===== src/rtl/itp_pkg.sv =====
package itp_pkg;

   localparam int STACK_DEPTH = 16;
   localparam int CHAR_W      = 8;
   localparam int CNT_W       = $clog2(STACK_DEPTH + 1);
   localparam int IDX_W       = $clog2(STACK_DEPTH);
   localparam int PREC_W      = 3;

   localparam logic [CHAR_W-1:0] CH_PLUS  = 8'h2B;
   localparam logic [CHAR_W-1:0] CH_MINUS = 8'h2D;
   localparam logic [CHAR_W-1:0] CH_STAR  = 8'h2A;
   localparam logic [CHAR_W-1:0] CH_SLASH = 8'h2F;
   localparam logic [CHAR_W-1:0] CH_PCT   = 8'h25;
   localparam logic [CHAR_W-1:0] CH_CARET = 8'h5E;
   localparam logic [CHAR_W-1:0] CH_LPAR  = 8'h28;
   localparam logic [CHAR_W-1:0] CH_RPAR  = 8'h29;
   localparam logic [CHAR_W-1:0] CH_UC_A  = 8'h41;
   localparam logic [CHAR_W-1:0] CH_UC_Z  = 8'h5A;
   localparam logic [CHAR_W-1:0] CH_LC_A  = 8'h61;
   localparam logic [CHAR_W-1:0] CH_LC_Z  = 8'h7A;

   // stack control word from the sequencer
   typedef struct packed {
      logic              push;
      logic              pop;
      logic [CHAR_W-1:0] data;
   } stk_ctl_type;

   function automatic logic [PREC_W-1:0] prec_in(input logic [CHAR_W-1:0] c);
      logic [PREC_W-1:0] p;
      p = PREC_W'(0);
      if (c == CH_PLUS || c == CH_MINUS) p = PREC_W'(1);
      else if (c == CH_STAR || c == CH_SLASH || c == CH_PCT) p = PREC_W'(2);
      else if (c == CH_CARET) p = PREC_W'(4);
      else if (c == CH_LPAR) p = PREC_W'(5);
      return p;
   endfunction

   function automatic logic [PREC_W-1:0] prec_stk(input logic [CHAR_W-1:0] c);
      logic [PREC_W-1:0] p;
      p = PREC_W'(0);
      if (c == CH_PLUS || c == CH_MINUS) p = PREC_W'(1);
      else if (c == CH_STAR || c == CH_SLASH || c == CH_PCT) p = PREC_W'(2);
      else if (c == CH_CARET) p = PREC_W'(3);
      return p;
   endfunction

   function automatic logic is_letter(input logic [CHAR_W-1:0] c);
      return (c >= CH_UC_A && c <= CH_UC_Z) || (c >= CH_LC_A && c <= CH_LC_Z);
   endfunction

endpackage


===== src/rtl/itp_stack.sv =====
// operator stack: memory plus registered copies of the two top entries
module itp_stack import itp_pkg::*; (
   input  logic              clock,
   input  logic              reset,
   input  stk_ctl_type       ctl,
   output logic [CNT_W-1:0]  count,
   output logic [CHAR_W-1:0] top,
   output logic [CHAR_W-1:0] below
);
   logic [CHAR_W-1:0] mem [STACK_DEPTH];
   logic [CNT_W-1:0]  count_ff, count_in;
   logic [CNT_W-1:0]  top_addr, below_addr;
   logic [CHAR_W-1:0] top_ff, below_ff;

   assign count_in   = count_ff + CNT_W'(ctl.push) - CNT_W'(ctl.pop);
   assign top_addr   = count_in - CNT_W'(1);
   assign below_addr = count_in - CNT_W'(2);

   always_ff @(posedge clock) begin
      if (reset) begin
         count_ff <= '0;
      end else begin
         count_ff <= count_in;
      end
   end

   // read addresses follow the next count; push bypasses the memory
   always_ff @(posedge clock) begin
      if (ctl.push) begin
         mem[count_ff[IDX_W-1:0]] <= ctl.data;
         top_ff                   <= ctl.data;
         below_ff                 <= top_ff;
      end else begin
         top_ff   <= mem[top_addr[IDX_W-1:0]];
         below_ff <= mem[below_addr[IDX_W-1:0]];
      end
   end

   assign count = count_ff;
   assign top   = top_ff;
   assign below = below_ff;

   a_no_underflow: assert property (@(posedge clock) disable iff (reset)
      ctl.pop |-> count_ff != '0)
      else $error("pop on empty stack");
   a_no_overflow: assert property (@(posedge clock) disable iff (reset)
      ctl.push |-> count_ff < CNT_W'(STACK_DEPTH))
      else $error("push on full stack");
   a_one_op: assert property (@(posedge clock) disable iff (reset)
      !(ctl.push && ctl.pop))
      else $error("push and pop together");
endmodule

===== config.mk =====
export PLATFORM = sky130hd
export DESIGN_NAME = itp_stack
export DESIGN_NICKNAME = d
export VERILOG_FILES = /design/src/rtl/itp_pkg.sv /design/src/rtl/itp_stack.sv
export SDC_FILE = /design/constraint.sdc
export NUM_CORES = 1
export LEC_CHECK = 0
export ABC_AREA = 0
export ABC_CLOCK_PERIOD_IN_PS = 5100
export BUFFER_PORTS_ARGS = -buffer_cell sky130_fd_sc_hd__buf_4
export CAP_MARGIN = 20
export CORE_UTILIZATION = 25
export CTS_CLUSTER_SIZE = 16
export DETAILED_ROUTE_END_ITERATION = 8
export GPL_TIMING_DRIVEN = 0
export SYNTH_ARGS = -nofsm -noshare
export SYNTH_HDL_FRONTEND = slang
export SYNTH_SLANG_ARGS = --single-unit

===== constraint.sdc =====
create_clock -name clock -period 5.1 [get_ports clock]
set_input_delay 1.02 -clock clock [delete_from_list [all_inputs] [get_ports clock]]
set_output_delay 1.02 -clock clock [all_outputs]
set_load 0.02 [all_outputs]

==> flow_metrics.tcl <==
set metrics [dict create \
    vias 3712 \
    synthArstFlopShare 0 \
    antenna_found_initial 1 \
    maxCapViolations 0 \
    route.final.wire_length_mm 16.6 \
    synth.ff_latch_count 149 \
    io_pins 33 \
    synthToLayoutAreaGrowth_pct 18.2 \
    hold_end "below[2]" \
    drv_slew 0 \
    synth_top_area_cell "edfxtp_1" \
    cts_max_level 4 \
    crit_type "in -> reg" \
    power.total_uw 5340 \
    cts_sinks 149 \
    endpoint_kind "register" \
    synthCells 373 \
    final_core_util 0.303 \
    grt_pass1_vias 4080 \
    start_util 0.256 \
    cts_hold_buf 0 \
    dp_hpwl_mm 11.7 \
    instances_no_fill 782 \
    io_buffers 32 \
    diodes 0 \
    fin_area_sq_um 8180 \
    core_sq_um 27000 \
    synth_top_area_frac 0.555 \
    die_area_sq_um 28400 \
    period_needed_ns 4.94 \
    grt_pass1_wl_mm 25.0 \
    final.setup_skew_ns 0.00699 \
    drtIter0Drc 304 \
    die_x_um 168 \
    finalCritPeriodShare 0.968 \
    synth-main-ff-cell "edfxtp_1" \
    drive_gt1_frac 0.383 \
    synthTopCellsByArea "edfxtp_1 (56%), mux4_2 (21%), dfxtp_1 (6.1%), mux2i_1 (4.3%), mux2_2 (2.6%)" \
    worst_ep_arrival_time_ns 5.19 \
    power_leakage_uw 0.00278 \
    setup_viol 0 \
    place_area_sq_um 7620 \
    synth.distinct_cells 27 \
    rr_endpoint "below[5]" \
    syn_nets 397 \
    place_congestion 0.829 \
    ant_nets 0 \
    outcome "complete, no violations" \
    yosysWarnings 0 \
    n_fill_cell 2618 \
    hold_depth 2 \
    grt_use_total 0.123 \
    firstDrtPassIters 5 \
    clk_latency_ns 0.42 \
    cellPowerDensity_nw_per_um2 653 \
    die_h_um 168 \
    min_from "top[2]" \
    hold_viol 0 \
    cts-root-buf "clkbuf_16" \
    synth-edff-count 128 \
    peakVddDrop_mv 0.406 \
    yosysSeqAreaShare 0.616 \
    avgSynthCellArea_sq_um 18.6 \
    setup_tns_ns 0 \
    fmax_mhz 203 \
    hp-class "reg -> reg" \
    final_common_cell "edfxtp_1" \
    crit_path_start_kind "primary input" \
    dp.cells 749 \
    tightest_slew_ns 1.05 \
    layout_common_cells "edfxtp_1 (128), mux4_2 (65), buf_4 (38), mux2i_1 (30), nand2_1 (22)" \
    r2r_cells 14 \
    clk_pin_slew_ns 0.06 \
    syn-cell-area_sq_um 6920 \
    num_rows 60 \
    overflow 0 \
    finish.net_count 452 \
    rrSetupSlack_ns 0.21 \
    drcViolationCount 0 \
    wl_per_cell_um 21.2 \
    clockBufferDepth 2 \
    slew_headroom 0.301 \
    grt_start_max_net_pins 18 \
    cts_made_buffers 17 \
    critPathMaxFanout 10 \
    r2r-start "count[0]" \
    required_ns 5.36 \
    tritoncts "built" \
    via_per_inst 4.75 \
]
## cell usage after synthesis, drive strengths merged (3+ instances only)
cell / number
mux2i: 30
ha: 11
nand2: 22
dfxtp: 21
buf: 15
nor3: 4
o21ai: 16
edfxtp: 128
nor2: 17
clkbuf: 7
inv: 8
mux2: 16
mux4: 65
a21oi: 3
## power breakdown
group          leakage (uW)  switching (uW)  total, uW  internal (uW)
sequential          0.00133            75.7       1550           1480
clock              0.000255             523       1150            630
combinational       0.00120            1380       2630           1250
total               0.00278            1980       5340           3360
## worst max-delay path: stages
cell and delay [ns]:
buf_4 0.11, ha_1 0.26, inv_1 0.04, ha_1 0.20, fa_1 0.53, clkbuf_1 0.28
clkbuf_2 0.39, inv_1 0.17, ha_1 0.31, clkbuf_1 0.49, buf_2 0.49, mux2i_1 0.16
mux2_2 0.28, o21ai_0 0.45
## worst max-delay path by stage
| stage | startpoint | end |
|---|---|---|
| 3_5_place_dp | ctl[8] | below[5] |
| 2_1_floorplan | ctl[8] | top[2] |
| 4_1_cts | ctl[8] | below[5] |
| 5_1_grt | count[0] | below[5] |
| 3_3_place_gp | ctl[8] | top[1] |
| 6_report | ctl[8] | below[5] |
## repair_timing
action                     CTS  global route
setup endpoints to repair    7             0
resized for setup            1             0
buffers inserted             0             0
## logic make-up (layout without fill, tap and decap cells)
logic type | Yosys count | count (layout) | share of synthesized area
xor+xnor | 6 | 6 | 0.0174
buf+inv | 30 | 98 | 0.0221
compound gates | 21 | 21 | 0.0159
fa+ha+maj | 12 | 12 | 0.0228
mux | 111 | 111 | 0.281
simple gates | 44 | 44 | 0.0249
flops | 149 | 149 | 0.616
## stage by stage
stage                     setup slack (ns)  hold WS [ns]
final                                0.163         0.463
after global routing               -0.0104         0.504
after CTS                            0.169         0.466
after detailed placement            -0.605         0.451
after global placement              -0.573         0.459
after floorplan                      0.792         0.547
## area by class of cell
type | count | area (sq um) | share of cell area
clock buffer | 17 | 425 | 0.0520
clock inverter | 15 | 121 | 0.0148
tap | 341 | 427 | 0.0522
buffer | 22 | 124 | 0.0151
sequential | 149 | 4260 | 0.521
timing repair buffer | 36 | 273 | 0.0333
multi-input combinational | 194 | 2510 | 0.307
inverter | 8 | 30.0 | 0.00367
## state kept, by name, summed over array words and instances (netlist names)
| signal | cells |
|---|---|
| mem | 128 |
| below | 8 |
| top | 8 |
| count | 5 |
## layer usage
metal | up-vias | global-route usage | part of all wire
met5 | - | 0 | 0
met4 | 0 | 0.0360 | 0.012
met3 | 14 | 0.0324 | 0.053
met2 | 117 | 0.199 | 0.49
met1 | 1953 | 0.162 | 0.44
li1 | 1628 | - | -
Note: power is estimated with default switching activity, not from simulation.
