**config.mk**
```make
export PLATFORM = sky130hd
export DESIGN_NAME = itp_prec
export DESIGN_NICKNAME = d
export VERILOG_FILES = /design/src/rtl/itp_pkg.sv /design/src/rtl/itp_prec.sv
export SDC_FILE = /design/constraint.sdc
export NUM_CORES = 1
export LEC_CHECK = 0
export ABC_AREA = 1
export BUFFER_PORTS_ARGS = -buffer_cell sky130_fd_sc_hd__buf_2
export CAP_MARGIN = 30
export CELL_PAD_IN_SITES_DETAIL_PLACEMENT = 2
export CELL_PAD_IN_SITES_GLOBAL_PLACEMENT = 2
export CORE_MARGIN = 4
export CORE_UTILIZATION = 20
export DETAILED_ROUTE_END_ITERATION = 7
export PLACE_DENSITY = 0.91
export RECOVER_POWER = 50
export SLEW_MARGIN = 20
export SYNTH_ARGS = -nofsm -noshare
export SYNTH_HDL_FRONTEND = slang
export SYNTH_SLANG_ARGS = --single-unit
```
**constraint.sdc**
```tcl
create_clock -name vclk -period 1.3
set_input_delay 0 -clock vclk [all_inputs]
set_output_delay 0 -clock vclk [all_outputs]
set_load 0.03 [all_outputs]
```
**src/rtl/itp_pkg.sv**
```systemverilog
package itp_pkg;

   localparam int STACK_DEPTH = 16;
   localparam int CHAR_W      = 8;
   localparam int CNT_W       = $clog2(STACK_DEPTH + 1);
   localparam int IDX_W       = $clog2(STACK_DEPTH);
   localparam int PREC_W      = 3;

   localparam logic [CHAR_W-1:0] CH_PLUS  = 8'h2B;
   localparam logic [CHAR_W-1:0] CH_MINUS = 8'h2D;
   localparam logic [CHAR_W-1:0] CH_STAR  = 8'h2A;
   localparam logic [CHAR_W-1:0] CH_SLASH = 8'h2F;
   localparam logic [CHAR_W-1:0] CH_PCT   = 8'h25;
   localparam logic [CHAR_W-1:0] CH_CARET = 8'h5E;
   localparam logic [CHAR_W-1:0] CH_LPAR  = 8'h28;
   localparam logic [CHAR_W-1:0] CH_RPAR  = 8'h29;
   localparam logic [CHAR_W-1:0] CH_UC_A  = 8'h41;
   localparam logic [CHAR_W-1:0] CH_UC_Z  = 8'h5A;
   localparam logic [CHAR_W-1:0] CH_LC_A  = 8'h61;
   localparam logic [CHAR_W-1:0] CH_LC_Z  = 8'h7A;

   // stack control word from the sequencer
   typedef struct packed {
      logic              push;
      logic              pop;
      logic [CHAR_W-1:0] data;
   } stk_ctl_type;

   function automatic logic [PREC_W-1:0] prec_in(input logic [CHAR_W-1:0] c);
      logic [PREC_W-1:0] p;
      p = PREC_W'(0);
      if (c == CH_PLUS || c == CH_MINUS) p = PREC_W'(1);
      else if (c == CH_STAR || c == CH_SLASH || c == CH_PCT) p = PREC_W'(2);
      else if (c == CH_CARET) p = PREC_W'(4);
      else if (c == CH_LPAR) p = PREC_W'(5);
      return p;
   endfunction

   function automatic logic [PREC_W-1:0] prec_stk(input logic [CHAR_W-1:0] c);
      logic [PREC_W-1:0] p;
      p = PREC_W'(0);
      if (c == CH_PLUS || c == CH_MINUS) p = PREC_W'(1);
      else if (c == CH_STAR || c == CH_SLASH || c == CH_PCT) p = PREC_W'(2);
      else if (c == CH_CARET) p = PREC_W'(3);
      return p;
   endfunction

   function automatic logic is_letter(input logic [CHAR_W-1:0] c);
      return (c >= CH_UC_A && c <= CH_UC_Z) || (c >= CH_LC_A && c <= CH_LC_Z);
   endfunction

endpackage

```
**src/rtl/itp_prec.sv**
```systemverilog
// shared precedence compare: stacked entry pops if its precedence >= incoming
module itp_prec import itp_pkg::*; (
   input  logic [CHAR_W-1:0] in_char,
   input  logic [CHAR_W-1:0] stk_char,
   output logic              pops
);
   assign pops = prec_stk(stk_char) >= prec_in(in_char);
endmodule

```
==> impl_summary.md, run 1 <==
Status
The flow ran to the end, and the final reports show no timing, DRC or antenna violations.

Yosys
For this run, the number of Yosys warnings is 0. After synthesis, the mean cell area works out to 4.57 sq um. Synthesis produced a netlist whose cell count is 69. The proportion of netlist area held by the largest area contributor is 0.298. The most instantiated library cell after synthesis is nand2_1. The top cell type by total area after synthesis is nand2_1. The synthesized netlist contains 13 unique library cells.

Ranked by instance count, the synthesized netlist is headed by nand2_1, inv_1, nor2_1. By area the synthesized netlist is led by nand2_1, inv_1, nor2_1. The cell area that synthesis handed to floorplanning was 315 sq um. The post-synthesis sequential area ratio is 0.

The number of nets in the synthesized netlist is 87.

Detailed routing
The final layout contains routed wiring with a total length of 1.11 mm. The wire length per cell is 10.7 um. The DRC violation count after routing is 0. The iteration count of the initial detailed-routing pass is 1. Using the TritonRoute via totals, the vias-per-cell ratio works out to 4.58.

For this block, the initial DRC count from the detailed router was 0. The antenna violation net count after detailed routing is 0. The routed via count is 476.

Cells and area
The final layout contains a sequential cell count of 0. The multi-input combinational cells in the finished layout cover a total of 279 sq um. The number of antenna diodes in the final layout is 0. The area overhead of the layout relative to synthesis is 49.6%. The number of filler cells placed in the layout is 218.

The sequential standard cell area is 0 sq um. The count of clock-net buffers in the final layout is 0. The fraction of final layout cells sized beyond drive strength 1 is 0.386.

The number of non-filler instances in the completed layout is 104. The number of nets in the layout is 108.

Timing
The clock period minus final worst setup slack is 1.27 ns. Setup repair after global routing could not meet its margin everywhere. The final number of max-transition violations is 0. Summed over all failing endpoints, the final setup total negative slack is 0 ns.

Final hold analysis gives a worst-case slack of 0.484 ns. Setup violations remaining at the end of the flow were counted as 0. Based on the critical path, the design can be clocked at up to 786 MHz.

The worst pin sits at a relative slew slack of 0.880. The hold violation total from the final report was 0. The portion of the clock cycle consumed by the worst path in the final layout is 0.979. For the pin with the worst max-slew slack, the measured transition is 0.179 ns.

Placed design
The estimated wirelength of the detail-placed design is 997 um. Including well taps, the total number of placed cells is 102. The congestion estimate from routability-driven global placement came to 0.703. Buffers placed on the I/O ports in this run total 17.

Pwr
The reported leakage power is 0.292 nW. The share of total power dissipated in combinational logic is 1.000. Of the total power, the share spent switching nets is 0.574. The sequential share of power is 0. The design internal power is 0.0419 mW. The total power divided by cell area is 208 nW/um^2. VDD sags by at most 69.1 uV. The analysis attributes to net switching a power of 0.0564 mW. Of the total power, the clock network draws 0.

Floorplan
The die is 47.7 um tall. The site row count is 14. The die width is 47.7 um. The die covers 2280 sq um.

The initial cell density of the core is 0.209. After floorplanning, the core was sized to cover 1510 sq um. During I/O placement, the number of pins put on the boundary was 17.

Global route
The overall track demand over capacity in global routing is 0.0867. The initial antenna violation count came to 0. The total overflow reported by the global router is 0.

Entering global routing, the biggest net connects 6 pins. The number of global-route vias before repair is 422. The first-pass GRT wire length is 1.48 mm.

CTS
The number of buffers added to fix hold violations after cts is 0.

Worst setup path
STA classifies the critical path startpoint as a primary input. For the worst setup path, the data required time is 1.30 ns. The critical-path maximum fanout is 3.

The sort of element at the end of the critical path is an output pin. The signal arrival time at the worst endpoint is 1.27 ns. The classification of the worst setup path is in2out.

Run
Max-cap violations in this run came to 0.

Hold path
The kind of path behind the tightest hold check is in2out.
## critical path, stage by stage
cell     delay (ns)
buf_6          0.09
or2_4          0.25
nor2_4         0.14
nand2_1        0.06
nand2_1        0.07
ha_1           0.22
inv_1          0.06
nand2_2        0.05
a21oi_2        0.14
nor2_2         0.05
buf_6          0.13
## what timing repair did
action                                  4_1_cts  5_1_grt
pin swaps                                     0        8
endpoints found under the setup margin        1        1
setup buffers                                 0        2
resized for setup                             3        8
## routing by layer
| metal | vias to the layer above | wire length [um] | GRT usage |
|---|---|---|---|
| met1 | 216 | 409 | 0.0813 |
| met2 | 16 | 618 | 0.206 |
| met4 | 0 | 0 | 0 |
| met5 | - | 0 | 0 |
| met3 | 0 | 83 | 0 |
| li1 | 244 | - | - |
## final timing paths
kind	slack, ns	start	cells after the start	to
worst min-delay path	0.48	in_char[6]	7	pops
worst max-delay path	0.03	in_char[6]	11	pops
## per-stage QoR
| stage | total power [mW] | setup slack, ns | instance area [sq um] | util |
|---|---|---|---|---|
| after floorplan | 0.0437 | 0.273 | 315 | - |
| after global placement | 0.0834 | 0.0277 | 420 | 0.279 |
| after detailed placement | 0.0894 | -0.0334 | 420 | 0.279 |
| after CTS | 0.0920 | 0.00543 | 432 | 0.287 |
| after global routing | 0.109 | -0.0825 | 472 | 0.313 |
| final | 0.0983 | 0.0279 | 472 | 0.313 |
## cells by family (layout without fill, tap and decap cells)
logic type	count (synthesis)	in the layout	share of synthesized area
simple gates	49	49	0.698
compound gates	2	2	0.0317
buf+inv	16	35	0.190
fa+ha+maj	2	2	0.0794
## cell usage in the layout (no fill, tap or decap)
master,instances
buf_6,2
a21oi_1,1
inv_2,2
inv_1,14
ha_1,2
nor2_2,4
nand2_1,23
nor2_1,7
buf_2,15
nor2_4,1
nand4_1,2
nor3_2,1
nand2_2,4
or2_4,1
a21oi_2,1
nand3_2,1
buf_4,2
nand3_1,5
## power groups by stage
stage / clock, mW / sequential, mW / combinational, mW
2_1_floorplan: 0 / 0 / 0.0437
3_3_place_gp: 0 / 0 / 0.0834
3_5_place_dp: 0 / 0 / 0.0894
4_1_cts: 0 / 0 / 0.0920
5_1_grt: 0 / 0 / 0.109
6_report: 0 / 0 / 0.0983
## final cells by class
class | count | share of cell area
inverters | 16 | 0.127
multi-input cells | 53 | 0.592
well taps | 16 | 0.0424
repair buffers | 19 | 0.239
(Power assumes the default switching activity.)
==> inputs of run 2 (changes only) <==
Settings changed: PLACE_DENSITY 0.91 to default, PLACE_DENSITY_LB_ADDON from default to 0.1.
==> impl_summary.md, run 2 (synthesized netlist as in run 1, its figures left out) <==
Status
The run finished with clean final reports.

Cells and area
The total number of sequential cells was 0 (unchanged). The sequential standard cell area is 0 sq um (unchanged). The antenna diode instance count came to 0 (unchanged). The number of nets in the layout is 108 (unchanged). The post-route core utilization is 0.315 (+0.00166). The fraction of final layout cells sized beyond drive strength 1 came to 0.364 (-0.0227). The top cell types in the final layout, fill and taps aside, are nand2_1, inv_1, buf_2, nor2_1, nand3_1. The library cell used most frequently in the layout, excluding fill and tap cells, is nand2_1. The area overhead of the layout relative to synthesis is 50.4%. The count of clock-net buffers in the final layout came to 0 (unchanged).

The number of non-filler instances in the completed layout is 104 (unchanged).

Detailed routing
The wire length per cell is 9.71 um (-9.2%). The detailed router's first-iteration violation count is 2 (+2). The total routed wirelength was 1.01 mm (-9.2%). The routed via count is 460 (-3.4%). The DRC violation count after routing is 0 (unchanged). The average vias per placed instance is 4.42 (-3.4%). The iteration count of the initial detailed-routing pass is 2 (+1). The antenna violation net count after detailed routing is 0 (unchanged).

Floorplan
The site row count is 14 (unchanged). The die width came to 47.7 um (unchanged). The placeable core area is 1510 sq um (unchanged). The height of the chip is 47.7 um (unchanged).

The die area is 2280 sq um (unchanged). The initial cell density of the core is 0.209 (unchanged). The number of I/O pins is 17 (unchanged).

Placed design
The estimated wirelength of the detail-placed design is 873 um (-12%). The total placed cells including tap cells is 102 (unchanged). The final weighted congestion in routability-driven placement is 0.761 (+8.3%). The pre-CTS worst setup slack is 0.000782 ns (+0.0342 ns). The total of buffers placed on input and output ports is 17 (unchanged).

Worst setup path
The maximum single-stage delay on the critical path was 0.25 ns (about the same). Traced cell by cell, the critical path runs through buf_6 -> or2_4 -> nor2_4 -> nand2_1 -> nand2_1 -> ha_1 -> inv_1 -> nand2_1 -> a21oi_2 -> nor2_2 -> buf_6. The critical-path maximum fanout is 3 (unchanged). The signal arrival time at the worst endpoint is 1.24 ns (-0.03 ns). The sum of buffers and inverters on the critical path is 3 (unchanged). By startpoint and endpoint, the worst setup path is classified as in2out. The slowest cell on the critical path is or2_4. The required time of the worst setup path is 1.30 ns (about the same). The critical path's most frequent cell is nand2_1. The worst setup path is launched from a primary input. The worst setup path is captured at an output pin.

The kind of cell adding the most delay to the critical path is simple AND/OR/NAND/NOR gates.

Global route
The overall track demand over capacity in global routing is 0.0807 (-0.00603). The initial antenna violation count is 0 (unchanged). The first-pass GRT wire length is 1.43 mm (-3.3%). The met3 global-route usage was 0 (unchanged). The met1 demand-to-capacity share in global routing is 0.0967 (+0.0154).

The total overflow reported by the global router is 0 (unchanged). The largest net degree at the start of global routing is 6 (unchanged). The most used routing layer in global routing is met2. The number of global-route vias before repair is 404 (-4.3%). The met2 track demand over resource in global routing is 0.166 (-0.0396).

Timing
The highest clock rate is 807 MHz (+2.7%). The hold violation total from the final report was 0 (unchanged). The final number of max-transition violations is 0 (unchanged). The max-slew headroom at the worst pin is 0.886 (+0.00643). The clock period minus final worst setup slack is 1.24 ns (-0.0330 ns). Setup repair after global routing could not meet its margin everywhere. The transition at the pin with the smallest max-transition slack is 0.169 ns (-0.00991 ns). The setup-violating endpoint count in the final report is 0 (unchanged). The portion of the clock cycle consumed by the worst path in the final layout came to 0.953 (-0.0254). The final setup slack of the worst path is 0.0608 ns (+0.0330 ns).

Pwr
The reported leakage power is 0.293 nW (+0.34%). The post-layout total power came to 0.0962 mW (-2.2%). The total power divided by cell area is 203 nW/um^2 (-2.7%). The worst voltage drop across the vdd grid is 57.7 uV (-16%).

Run
The max-cap check violation count is 0 (unchanged).

Hold path
The kind of path behind the tightest hold check is in2out. The beginning of the worst hold path is in_char[6]. The cell count of the worst hold path came to 7 (unchanged).

For hold timing, the worst endpoint is pops.

CTS
The number of buffers added to fix hold violations after cts is 0 (unchanged).
[run 2: cell counts in the layout (fill, tap and decap cells not counted)]
Identical to the previous run, type by type.
[run 2: report_power, final]
group | leakage (nW) | total, mW | switching [mW] | internal [mW]
Sequential | 0 | 0 | 0 | 0
Clock | 0 | 0 | 0 | 0
Combinational | 0.293 | 0.0962 | 0.0544 | 0.0418
Total | 0.293 | 0.0962 | 0.0544 | 0.0418
[run 2: worst max-delay path by stage]
| stage | slack, ns | endpoint | cells past startpoint | start |
|---|---|---|---|---|
| finish | 0.06 | pops | 11 | in_char[6] |
| global route | -0.03 | pops | 11 | in_char[7] |
| CTS | 0.01 | pops | 11 | in_char[7] |
| detailed placement | 0.0008 | pops | 11 | in_char[7] |
| global placement | 0.02 | pops | 11 | in_char[7] |
| floorplan | 0.27 | pops | 10 | stk_char[1] |
[run 2: per-layer routing]
layer  vias to the layer above  wire length (um)
met5                         -                 0
met4                         0                 0
met3                         0                66
met2                        12               546
met1                       204               397
li1                        244                 -
[run 2: layout make-up]
cell class,instances,area (sq um)
fill,216,1030
multi-input combinational,53,282
timing repair buffer,19,113
inverter,16,60.1
tap,16,20.0
[run 2: stage by stage]
step                hold WS [ns]  area [sq um]  setup TNS (ns)
CTS                        0.551           424               0
floorplan                  0.295           315               0
finish                     0.489           474               0
global placement           0.540           420               0
global route               0.574           474         -0.0302
detailed placement         0.549           420               0
[run 2: repair_timing]
action,in CTS,in global routing
setup buffers,0,2
pin swaps,0,8
gates cloned,0,0
resized for setup,1,10
setup endpoints to repair,1,1
